### src/hdl/iwdg_pkg.sv
`default_nettype none

package iwdg_pkg;

  localparam int unsigned OP_BITS    = 2;
  localparam int unsigned INDEX_BITS = 3;
  localparam int unsigned DATA_BITS  = 32;
  localparam int unsigned CODE_BITS  = 3;
  localparam int unsigned PCOUNT_BITS = 8;
  localparam int unsigned DIV_BITS   = PCOUNT_BITS + 1;

  localparam logic [OP_BITS-1:0] OP_TICK  = 2'd0;
  localparam logic [OP_BITS-1:0] OP_WRITE = 2'd1;
  localparam logic [OP_BITS-1:0] OP_READ  = 2'd2;

  localparam logic [INDEX_BITS-1:0] REG_KEY    = 3'd0;
  localparam logic [INDEX_BITS-1:0] REG_PRESC  = 3'd1;
  localparam logic [INDEX_BITS-1:0] REG_RELOAD = 3'd2;
  localparam logic [INDEX_BITS-1:0] REG_STATUS = 3'd3;
  localparam logic [INDEX_BITS-1:0] REG_WINDOW = 3'd4;
  localparam logic [INDEX_BITS-1:0] REG_CAUSE  = 3'd5;

  localparam logic [15:0] KEY_REFRESH = 16'hAAAA;
  localparam logic [15:0] KEY_START   = 16'hCCCC;
  localparam logic [15:0] KEY_UNLOCK  = 16'h5555;

  localparam int unsigned CAUSE_BIT = 26;
  localparam int unsigned CLEAR_BIT = 16;

  localparam logic [CODE_BITS-1:0] CODE_MAX = 3'd6;

  typedef struct packed {
    logic [OP_BITS-1:0]    op;
    logic [INDEX_BITS-1:0] reg_index;
    logic [DATA_BITS-1:0]  write_data;
  } iwdg_item_t;

  function automatic logic [DIV_BITS-1:0] divider(input logic [CODE_BITS-1:0] code);
    logic [CODE_BITS-1:0] c;
    c = (code > CODE_MAX) ? CODE_MAX : code;
    return DIV_BITS'(9'd4 << c);
  endfunction

endpackage

`default_nettype wire

### src/hdl/iwdg_core.sv
`default_nettype none

module iwdg_core #(
  parameter int unsigned COUNT_BITS = 12
) (
  input  wire logic                          clk,
  input  wire logic                          rst,
  input  wire logic                          accept,
  input  wire iwdg_pkg::iwdg_item_t          item,
  output logic [iwdg_pkg::DATA_BITS-1:0]     read_data,
  output logic                               fire,
  output logic [COUNT_BITS-1:0]              count_now
);
  import iwdg_pkg::*;

  localparam logic [COUNT_BITS-1:0] COUNT_MASK = '1;

  logic [COUNT_BITS-1:0]  down_counter, down_counter_next;
  logic [COUNT_BITS-1:0]  reload_value, reload_value_next;
  logic [COUNT_BITS-1:0]  window_value, window_value_next;
  logic [CODE_BITS-1:0]   prescale_code, prescale_code_next;
  logic [PCOUNT_BITS-1:0] prescale_count, prescale_count_next;
  logic running, running_next;
  logic unlocked, unlocked_next;
  logic prescale_busy, prescale_busy_next;
  logic reload_busy, reload_busy_next;
  logic fired_flag, fired_flag_next;

  always_comb begin
    logic [DIV_BITS-1:0]   sum;
    logic [15:0]           key;
    logic [COUNT_BITS-1:0] dec;
    down_counter_next   = down_counter;
    reload_value_next   = reload_value;
    window_value_next   = window_value;
    prescale_code_next  = prescale_code;
    prescale_count_next = prescale_count;
    running_next        = running;
    unlocked_next       = unlocked;
    prescale_busy_next  = prescale_busy;
    reload_busy_next    = reload_busy;
    fired_flag_next     = fired_flag;
    read_data           = '0;
    fire                = 1'b0;
    sum = DIV_BITS'(prescale_count) + DIV_BITS'(1);
    key = item.write_data[15:0];
    dec = down_counter - COUNT_BITS'(1);
    unique case (item.op)
      OP_TICK: begin
        prescale_busy_next = 1'b0;
        reload_busy_next   = 1'b0;
        if (running) begin
          if (sum >= divider(prescale_code)) begin
            prescale_count_next = '0;
            if (down_counter == '0) begin
              fire = 1'b1;
            end else begin
              down_counter_next = dec;
              if (dec == '0) begin
                fire = 1'b1;
              end
            end
          end else begin
            prescale_count_next = sum[PCOUNT_BITS-1:0];
          end
        end
      end
      OP_WRITE: begin
        unique case (item.reg_index)
          REG_KEY: begin
            if (key == KEY_UNLOCK) begin
              unlocked_next = 1'b1;
            end else begin
              unlocked_next = 1'b0;
              if (key == KEY_REFRESH) begin
                if (running && (down_counter > window_value)) begin
                  fire = 1'b1;
                end else begin
                  down_counter_next   = reload_value;
                  prescale_count_next = '0;
                end
              end else if (key == KEY_START) begin
                running_next = 1'b1;
              end
            end
          end
          REG_PRESC: begin
            if (unlocked && !prescale_busy) begin
              prescale_code_next = item.write_data[CODE_BITS-1:0];
              prescale_busy_next = 1'b1;
            end
          end
          REG_RELOAD: begin
            if (unlocked && !reload_busy) begin
              reload_value_next = item.write_data[COUNT_BITS-1:0];
              reload_busy_next  = 1'b1;
            end
          end
          REG_WINDOW: begin
            if (unlocked) begin
              window_value_next = item.write_data[COUNT_BITS-1:0];
            end
          end
          REG_CAUSE: begin
            if (item.write_data[CLEAR_BIT]) begin
              fired_flag_next = 1'b0;
            end
          end
          default: begin
          end
        endcase
      end
      OP_READ: begin
        unique case (item.reg_index)
          REG_PRESC:  read_data = DATA_BITS'(prescale_code);
          REG_RELOAD: read_data = DATA_BITS'(reload_value);
          REG_STATUS: read_data = DATA_BITS'({reload_busy, prescale_busy});
          REG_WINDOW: read_data = DATA_BITS'(window_value);
          REG_CAUSE:  read_data = DATA_BITS'(fired_flag) << CAUSE_BIT;
          default:    read_data = '0;
        endcase
      end
      default: begin
      end
    endcase
    if (fire) begin
      down_counter_next   = COUNT_MASK;
      reload_value_next   = COUNT_MASK;
      window_value_next   = COUNT_MASK;
      prescale_code_next  = '0;
      prescale_count_next = '0;
      running_next        = 1'b0;
      unlocked_next       = 1'b0;
      prescale_busy_next  = 1'b0;
      reload_busy_next    = 1'b0;
      fired_flag_next     = 1'b1;
    end
  end

  assign count_now = down_counter_next;

  always_ff @(posedge clk) begin
    if (rst) begin
      down_counter   <= COUNT_MASK;
      reload_value   <= COUNT_MASK;
      window_value   <= COUNT_MASK;
      prescale_code  <= '0;
      prescale_count <= '0;
      running        <= 1'b0;
      unlocked       <= 1'b0;
      prescale_busy  <= 1'b0;
      reload_busy    <= 1'b0;
      fired_flag     <= 1'b0;
    end else if (accept) begin
      down_counter   <= down_counter_next;
      reload_value   <= reload_value_next;
      window_value   <= window_value_next;
      prescale_code  <= prescale_code_next;
      prescale_count <= prescale_count_next;
      running        <= running_next;
      unlocked       <= unlocked_next;
      prescale_busy  <= prescale_busy_next;
      reload_busy    <= reload_busy_next;
      fired_flag     <= fired_flag_next;
    end
  end

endmodule

`default_nettype wire

### src/hdl/iwdg_out_reg.sv
`default_nettype none

module iwdg_out_reg #(
  parameter int unsigned WIDTH = 8
) (
  input  wire logic             clk,
  input  wire logic             rst,
  input  wire logic             in_valid,
  output logic                  in_stall,
  input  wire logic [WIDTH-1:0] in_data,
  output logic                  out_valid,
  input  wire logic             out_stall,
  output logic [WIDTH-1:0]      out_data
);

  logic             skid_valid;
  logic [WIDTH-1:0] skid_data;
  logic             in_fire;
  logic             out_free;

  assign in_stall = skid_valid;
  assign in_fire  = in_valid && !skid_valid;
  assign out_free = !out_valid || !out_stall;

  always_ff @(posedge clk) begin
    if (rst) begin
      out_valid  <= 1'b0;
      skid_valid <= 1'b0;
    end else if (out_free) begin
      out_valid  <= skid_valid || in_fire;
      skid_valid <= 1'b0;
    end else if (in_fire) begin
      skid_valid <= 1'b1;
    end
  end

  always_ff @(posedge clk) begin
    if (out_free) begin
      out_data <= skid_valid ? skid_data : in_data;
    end else if (in_fire) begin
      skid_data <= in_data;
    end
  end

endmodule

`default_nettype wire

### src/hdl/independent_watchdog_with_keys.sv
// Each accepted result is registered in the output stage (via the skid entry when stalled).
// Throughput: one transaction per cycle unless stalled; state updates in the accepting cycle.
// A two-entry output stage lets input proceed while a result waits; input stalls only when
// both entries are full.
// Reset (rst, synchronous) restores all registers to their idle values and clears the
// reset-cause flag; a fired watchdog reset restores everything except that flag.
`default_nettype none

module independent_watchdog_with_keys #(
  parameter int unsigned COUNT_BITS = 12
) (
  input  wire logic                           clk,
  input  wire logic                           rst,
  input  wire logic                           in_valid,
  output logic                                in_stall,
  input  wire logic [iwdg_pkg::OP_BITS-1:0]   op,
  input  wire logic [iwdg_pkg::INDEX_BITS-1:0] reg_index,
  input  wire logic [iwdg_pkg::DATA_BITS-1:0] write_data,
  output logic                                out_valid,
  input  wire logic                           out_stall,
  output logic [iwdg_pkg::DATA_BITS-1:0]      read_data,
  output logic                                watchdog_reset,
  output logic [COUNT_BITS-1:0]               count_now
);
  import iwdg_pkg::*;

  localparam int unsigned RES_BITS = DATA_BITS + 1 + COUNT_BITS;

  iwdg_item_t            item;
  logic                  accept;
  logic [DATA_BITS-1:0]  core_read_data;
  logic                  core_fire;
  logic [COUNT_BITS-1:0] core_count;
  logic [RES_BITS-1:0]   res_in;
  logic [RES_BITS-1:0]   res_out;

  assign item.op         = op;
  assign item.reg_index  = reg_index;
  assign item.write_data = write_data;
  assign accept          = in_valid && !in_stall;

  iwdg_core #(
    .COUNT_BITS(COUNT_BITS)
  ) u_core (
    .clk       (clk),
    .rst       (rst),
    .accept    (accept),
    .item      (item),
    .read_data (core_read_data),
    .fire      (core_fire),
    .count_now (core_count)
  );

  assign res_in = {core_read_data, core_fire, core_count};

  iwdg_out_reg #(
    .WIDTH(RES_BITS)
  ) u_out_reg (
    .clk       (clk),
    .rst       (rst),
    .in_valid  (in_valid),
    .in_stall  (in_stall),
    .in_data   (res_in),
    .out_valid (out_valid),
    .out_stall (out_stall),
    .out_data  (res_out)
  );

  assign read_data      = res_out[RES_BITS-1 -: DATA_BITS];
  assign watchdog_reset = res_out[COUNT_BITS];
  assign count_now      = res_out[COUNT_BITS-1:0];

endmodule

`default_nettype wire

### config.mk
export PLATFORM = sky130hd
export DESIGN_NAME = independent_watchdog_with_keys
export DESIGN_NICKNAME = d
export VERILOG_FILES = /design/src/hdl/iwdg_pkg.sv /design/src/hdl/iwdg_core.sv /design/src/hdl/iwdg_out_reg.sv /design/src/hdl/independent_watchdog_with_keys.sv
export SDC_FILE = /design/constraint.sdc
export NUM_CORES = 1
export LEC_CHECK = 0
export ABC_CLOCK_PERIOD_IN_PS = 7900
export CORE_ASPECT_RATIO = 0.7
export CORE_UTILIZATION = 50
export DETAILED_ROUTE_END_ITERATION = 10
export DONT_BUFFER_PORTS = 1
export PLACE_DENSITY_LB_ADDON = 0.3
export SKIP_CTS_REPAIR_TIMING = 1
export SLEW_MARGIN = 20
export SYNTH_ARGS = -nofsm -noshare
export SYNTH_HDL_FRONTEND = slang
export SYNTH_HIERARCHICAL = 1
export SYNTH_SLANG_ARGS = --single-unit
### constraint.sdc
create_clock -name clk -period 7.9 [get_ports clk]
set_input_delay 0.79 -clock clk [delete_from_list [all_inputs] [get_ports clk]]
set_output_delay 0.79 -clock clk [all_outputs]
set_load 0.02 [all_outputs]
==> metrics.yaml, run 1 <==
outcome:
  status: "complete, no violations"
synth:
  synth_cell_types: 73
  synth_seq_cells: 144
  syn_inst: 652
  synth-main-ff-cell: "edfxtp_1"
  synth_edf_count: 90
  synth_area_per_cell_um2: 11.34
  synth_area_leaders: "edfxtp_1, dfxtp_1, mux2_4"
  synth_area_um2: 7395
  ys_seq_area_frac: 0.5117
  yosysTopAreaCell: "edfxtp_1"
  yosys_warnings: 6
  synth_top_cell_area_share: 0.3655
  postSynth.asyncResetShare: 0
placement:
  dpl.hpwl_um: 12930
  gp_congestion: 0.9331
  placed_area_um2: 7447
  place_ws_ns: 3.894
  io_buffers: 0
global_routing:
  busiest_layer: "met2"
  overflow: 0
  grt_util_met3: 0.08370
  use_met1: 0.3391
  grt_util_all_layers: 0.2412
  grt_pass1_wl_um: 28190
  grt_max_degree: 49
  grt_pass1_vias: 5168
  gr-usage-met2: 0.3430
  antenna_found_initial: 0
final_layout:
  layout-drive-gt1-share: 0.1583
  final_area_um2: 8025
  nNetsFinal: 709
  final_cell_mix: "edfxtp_1, dfxtp_1, nor2_1"
  layout_commonest_cell: "edfxtp_1"
  area_growth_syn_to_layout_pct: 8.528
  antenna_cells: 0
floorplanning:
  start_util: 0.5212
  die_y_um: 103.7
  io_pins: 88
  fp.coreArea_um2: 14190
  core.rowCount: 36
  fp.dieArea_um2: 15290
  chipWidth_um: 147.4
route:
  wire_per_inst_um: 21.05
  dr_total_vias: 5363
  drtAntennaViolNets: 0
  dr.pass1.iters: 6
  drc: 0
  wirelength_um: 17830
  via_per_inst: 6.332
  first_iter_violations: 619
timing:
  timing.fmax_ghz: 0.2455
  period_minus_slack_ns: 4.074
  fin_setup_tns_ns: 0
  slew_headroom: 0.2818
  rsz0062_at_grt: "false"
  clock_skew_ns: 0.01145
  period_share: 0.5157
  drv_slew: 0
  fin_ws_ns: 3.826
  finalSetupViolations: 0
  hold_viol_final: 0
  tightest_slew_ns: 1.073
clocking:
  clkSinkCount: 144
  numCtsBuffers: 17
  cts_tree: "yes"
  cts_max_path_buffers: 2
  cts.clk_slew.worst_paths_ns: 0.06
  cts_max_level: 4
  root_buffer: "clkbuf_16"
  clock_latency_ns: 0.43
power:
  ir_drop_uv: 153.2
  leakagePower_nw: 2.886
  p_per_area_nw_per_um2: 217.0
setup_path:
  cp_max_fo: 16
  critPathSlowestCell: "o21ai_1"
  crit_required_ns: 8.17
  crit_arrival_ns: 4.34
  start_kind: "register"
  crit_type: "reg -> reg"
  cp-end-kind: "register"
  critPathMaxStageDelay_ns: 0.86
  crit_chain: "ha_1 -> nand3_1 -> nor2_1 -> xor2_1 -> ha_1 -> a21oi_1 -> o21ai_0 -> and2_1 -> nor2_1 -> o221ai_1 -> o21ai_1 -> o21ai_0"
flow_run:
  cap_violations: 0
hold_path:
  hold_path.class: "in -> reg"
-- sequential cells by signal (all words and copies together) (netlist names) --
name / flops
u_core/unlocked: 1
u_core/prescale_busy: 1
u_out_reg/in_stall: 1
u_core/fired_flag: 1
u_core/prescale_count: 8
u_core/reload_busy: 1
u_out_reg/out_valid: 1
u_core/running: 1
u_core/prescale_code: 3
u_out_reg/out_data: 45
u_out_reg/skid_data: 45
u_core/down_counter: 12
u_core/reload_value: 12
u_core/window_value: 12
-- report_power, final --
part	total (mW)	internal, mW	switching [mW]	leakage (nW)
combinational	0.0865	0.0364	0.0501	1.33
clock	0.788	0.444	0.344	0.269
sequential	0.867	0.829	0.0382	1.28
-- per-layer routing --
layer | vias up | share of wire
met5 | - | 0
met4 | 0 | 0.020
met3 | 35 | 0.11
met2 | 311 | 0.42
met1 | 2582 | 0.44
li1 | 2435 | -
-- cell families (layout without fill, tap and decap cells) --
family / after synthesis / after routing / synth area share
DFF: 144 / 144 / 0.5117
and+or+nand+nor: 210 / 210 / 0.1580
AOI/OAI and AO/OA: 144 / 144 / 0.1391
muxes: 50 / 50 / 0.09002
xor gates and xnor gates: 7 / 7 / 0.008291
other: 1 / 19 / 0.0005071
adders and majority gates: 24 / 24 / 0.04061
buffers and inverters: 72 / 59 / 0.05177
-- metrics by stage --
stage	util	hold slack [ns]	instances	power, mW
finish	0.5656	0.4356	847	1.741
global route	0.5656	0.4314	847	1.796
CTS	0.5653	0.4220	847	1.749
detailed placement	0.5249	0.4958	815	0.9678
global placement	0.5249	0.4951	815	0.9636
floorplan	-	0.4724	670	0.9549
-- final cells by class --
class / instances / area, um2
well taps: 190 / 237.7
repair buffers: 4 / 30.03
clock buffers: 18 / 429.2
multi-input cells: 454 / 3313
flip-flops and latches: 144 / 3785
fillers: 1154 / 6163
clock inverters: 14 / 143.9
inverters: 23 / 86.33
-- cells in the mapped netlist (3+ instances only) --
library cell and count:
nor4bb_1 6, nor2b_1 3, or2_2 3, nand3_1 14
inv_1 22, nand4_1 8, or3_1 13, and3_1 6
buf_2 5, xor2_1 3, nor4_1 6, nor3_1 15
buf_4 20, a221o_1 3, o22a_1 24, a31oi_1 5
ha_1 24, mux2_2 20, a21o_1 4, buf_6 4
edfxtp_1 90, a21oi_1 31, o21ai_0 23, nand2b_1 10
dfxtp_1 54, a211oi_1 4, nor3b_1 5, o21a_1 3
nand2_1 40, a22oi_1 12, o31ai_1 6, xnor2_1 4
a22o_1 3, nand3b_1 15, a211o_1 3, a31o_2 3
nor2_1 44, clkbuf_1 18, or4_1 4, mux2_4 28
o22ai_1 3
-- critical path: cells and delay by family (launching register included) --
| family | cells | cell delay [ns] |
|---|---|---|
| flip-flops | 1 | 0.41 |
| XOR/XNOR | 1 | 0.23 |
| AND/OR/NAND/NOR | 4 | 0.94 |
| adder cells (fa/ha/maj) | 2 | 0.49 |
| AO/OA/AOI/OAI | 5 | 1.83 |
-- path summary, 6_finish.rpt --
| kind | startpoint | endpoint | slack, ns | depth (start not counted) |
|---|---|---|---|---|
| worst max-delay path | u_core/prescale_count[0] | u_core/prescale_count[4] | 3.83 | 12 |
| worst min register to register | u_core/window_value[7] | u_core/window_value[7] | 0.53 | 1 |
| worst min-delay path | rst | u_out_reg/out_valid | 0.44 | 1 |
| worst max register to register | u_core/prescale_count[0] | u_core/prescale_count[4] | 3.83 | 12 |
No activity file was read; power rests on OpenSTA's default activity.
==> run 2, diff against run 1 <==
- ABC_CLOCK_PERIOD_IN_PS: 7900 -> 3400
- clock period: 7.9 -> 3.4 ns (I/O delays scaled with it)
==> run 2 against run 1 <==
Net effect:
- non-clock buffer count grew 71
- critical path depth grew 2
- register-to-register slack lost 3.8 ns
- utilization grew 6.0 points
- highest routed layer unchanged
- the flow now finishes with violations (setup timing)
- global-route usage grew 1.4 points
- critical path type unchanged
- first-iteration DRC count shrank 12%
- worst setup slack lost 3.8 ns
- clock skew shrank 0.0029 ns
- clock power grew 140%
- via count grew 6.1%
==> metrics.yaml, run 2 (synthesized netlist as in run 1, its figures left out) <==
outcome:
  status: "finished with violations"
  violations: "setup timing"
floorplanning:
  start_util: 0.5212  # unchanged
  fp.dieArea_um2: 15290  # unchanged
  chipWidth_um: 147.4  # unchanged
  fp.coreArea_um2: 14190  # unchanged
  die_y_um: 103.7  # unchanged
  io_pins: 88  # unchanged
  core.rowCount: 36  # unchanged
final_layout:
  final_cell_mix: "edfxtp_1, buf_4, dfxtp_1"
  multi_input_area_um2: 3531  # +6.6%
  layout_commonest_cell: "edfxtp_1"
  fillers: 1113  # -3.6%
  area_growth_syn_to_layout_pct: 20.08
  nNetsFinal: 780  # +10%
  layout-drive-gt1-share: 0.2830  # +0.1247
  final_area_um2: 8880  # +11%
  largestRegisters: "u_out_reg/out_data: 45 flops, u_out_reg/skid_data: 45 flops"
  seqCellArea_um2: 3799  # +0.36%
  antenna_cells: 0  # unchanged
global_routing:
  overflow: 0  # unchanged
  grt_util_all_layers: 0.2554  # +0.01425
  antenna_found_initial: 0  # unchanged
  grt_max_degree: 49  # unchanged
  grt_pass1_wl_um: 29880  # +6.0%
  grt_pass1_vias: 5336  # +3.3%
setup_path:
  critPathSlowestCell: "dfxtp_4"
  crit_type: "reg -> reg"
  cp_max_fo: 4  # -12
  reg2regPathDepth: 14  # +2
  r2r_end: "u_out_reg/out_data[6]"
  rr_startpoint: "u_core/prescale_count[1]"
  crit_required_ns: 3.57  # -4.60 ns
  reg2reg_slack_ns: -0.01  # -3.84 ns
  crit_chain: "nand3_4 -> nor2_4 -> nand3_2 -> xnor2_2 -> ha_1 -> and4_4 -> nand2_4 -> a21oi_4 -> nor2_2 -> or4_1 -> and3_1 -> a2111o_1 -> a21o_1 -> mux2_4"
  startpoint: "u_core/prescale_count[1]"
  critPathMaxStageDelay_ns: 0.39  # -0.47 ns
  cp_num_cells: 14  # +2
  cp-end-kind: "register"
  path_delay_family: "simple AND/OR/NAND/NOR gates"
  start_kind: "register"
  crit_arrival_ns: 3.58  # -0.76 ns
  crit_buf_inv: 0  # unchanged
power:
  pwr-share-comb: 0.060  # +0.010
  switching_power_mw: 1.027  # +140%
  power.total_mw: 4.130  # +140%
  clkPwrFrac: 0.455  # +0.002
  ir_drop_uv: 305.2  # +99%
  p_sw_frac: 0.2485  # about the same
  p_int_mw: 3.104  # +140%
  p_per_area_nw_per_um2: 465.1  # +110%
  power_frac_seq: 0.485  # -0.013
  leakagePower_nw: 3.305  # +15%
placement:
  gp_congestion: 0.9103  # -2.4%
  dpl.hpwl_um: 13900  # +7.5%
  io_buffers: 0  # unchanged
  placed_area_um2: 7914  # +6.3%
route:
  dr.pass1.iters: 5  # -1
  drtAntennaViolNets: 0  # unchanged
  wirelength_um: 19940  # +12%
  via_per_inst: 6.199  # -2.1%
  drc: 0  # unchanged
  first_iter_violations: 545  # -12%
  dr_total_vias: 5691  # +6.1%
  wire_per_inst_um: 21.72  # +3.1%
clocking:
  clkSinkCount: 144  # unchanged
  cts_max_level: 4  # unchanged
  clock_latency_ns: 0.42  # about the same
  cts.clk_slew.worst_paths_ns: 0.07  # about the same
  numCtsBuffers: 17  # unchanged
  root_buffer: "clkbuf_16"
  cts_max_path_buffers: 2  # unchanged
  cts_tree: "yes"
hold_path:
  whs_path_depth: 1  # unchanged
  hold_path.class: "in -> reg"
  min_from: "rst"
  hold_end: "u_out_reg/in_stall"
timing:
  timing.fmax_ghz: 0.2931  # +19%
  clock_skew_ns: 0.008533  # -0.002917 ns
  period_minus_slack_ns: 3.412  # -0.6619 ns
  hold_viol_final: 0  # unchanged
  slew_headroom: 0.4601  # +0.1783
  finalSetupViolations: 1  # +1
  fin_ws_ns: -0.01177  # -3.838 ns
  tightest_slew_ns: 0.8099  # -0.2628 ns
  drv_slew: 0  # unchanged
  period_share: 1.003  # +0.4878
  rsz0062_at_grt: "true"
flow_run:
  cap_violations: 0  # unchanged
run 2: cell count changes in the layout (fill, tap and decap cells not counted), sizes merged:
cell / change
buf: +70
clkinv: +5
clkinvlp: -3
inv: -2
dlygate4sd3: +1
run 2: metrics by stage:
| stage | cells | setup WS, ns | util | TNS, ns | hold WS [ns] |
|---|---|---|---|---|---|
| final | 918 | -0.01177 | 0.6258 | -0.01177 | 0.01613 |
| after global routing | 918 | -0.1187 | 0.6258 | -1.061 | 0.002487 |
| after CTS | 904 | -0.2913 | 0.6007 | -4.705 | -0.02863 |
| after detailed placement | 872 | -0.2589 | 0.5578 | -3.138 | 0.4217 |
| after global placement | 872 | -0.1647 | 0.5578 | -0.5294 | 0.4155 |
| after floorplan | 670 | 0.01058 | - | 0 | 0.4091 |
run 2: layout make-up:
cell class / count / area share
multi-input combinational: 454 / 0.3976
inverter: 23 / 0.01000
clock inverter: 14 / 0.01916
tap: 190 / 0.02677
sequential: 144 / 0.4278
clock buffer: 18 / 0.04946
timing repair buffer: 75 / 0.06918
run 2: worst max path at each step:
stage | end | slack, ns
5_1_grt | u_out_reg/out_data[6] | -0.12
3_5_place_dp | u_out_reg/out_data[6] | -0.26
4_1_cts | u_out_reg/out_data[6] | -0.29
6_report | u_out_reg/out_data[6] | -0.01
2_1_floorplan | u_out_reg/out_data[6] | 0.01
3_3_place_gp | u_out_reg/out_data[6] | -0.16
run 2: worst reg2reg max path, stage by stage, from the launching register on:
cell and delay (ns):
dfxtp_4 0.39, nand3_4 0.10, nor2_4 0.12, nand3_2 0.11
xnor2_2 0.17, ha_1 0.31, and4_4 0.25, nand2_4 0.06
a21oi_4 0.18, nor2_2 0.07, or4_1 0.39, and3_1 0.19
a2111o_1 0.36, a21o_1 0.20, mux2_4 0.27
run 2: routing by layer:
| metal | up-vias | global-route usage | part of all wire |
|---|---|---|---|
| li1 | 2569 | - | - |
| met1 | 2802 | 0.3689 | 0.45 |
| met2 | 288 | 0.3797 | 0.44 |
| met3 | 32 | 0.05903 | 0.086 |
| met4 | 0 | 0.07511 | 0.018 |
| met5 | - | 0 | 0 |
run 2: power by group through the flow:
| stage | registers [mW] | logic [mW] | clock network (mW) |
|---|---|---|---|
| global placement | 2.04 | 0.220 | 0 |
| finish | 2.00 | 0.247 | 1.88 |
| floorplan | 2.03 | 0.184 | 0 |
| detailed placement | 2.05 | 0.226 | 0 |
| CTS | 2.01 | 0.229 | 1.91 |
| global route | 2.01 | 0.266 | 1.98 |
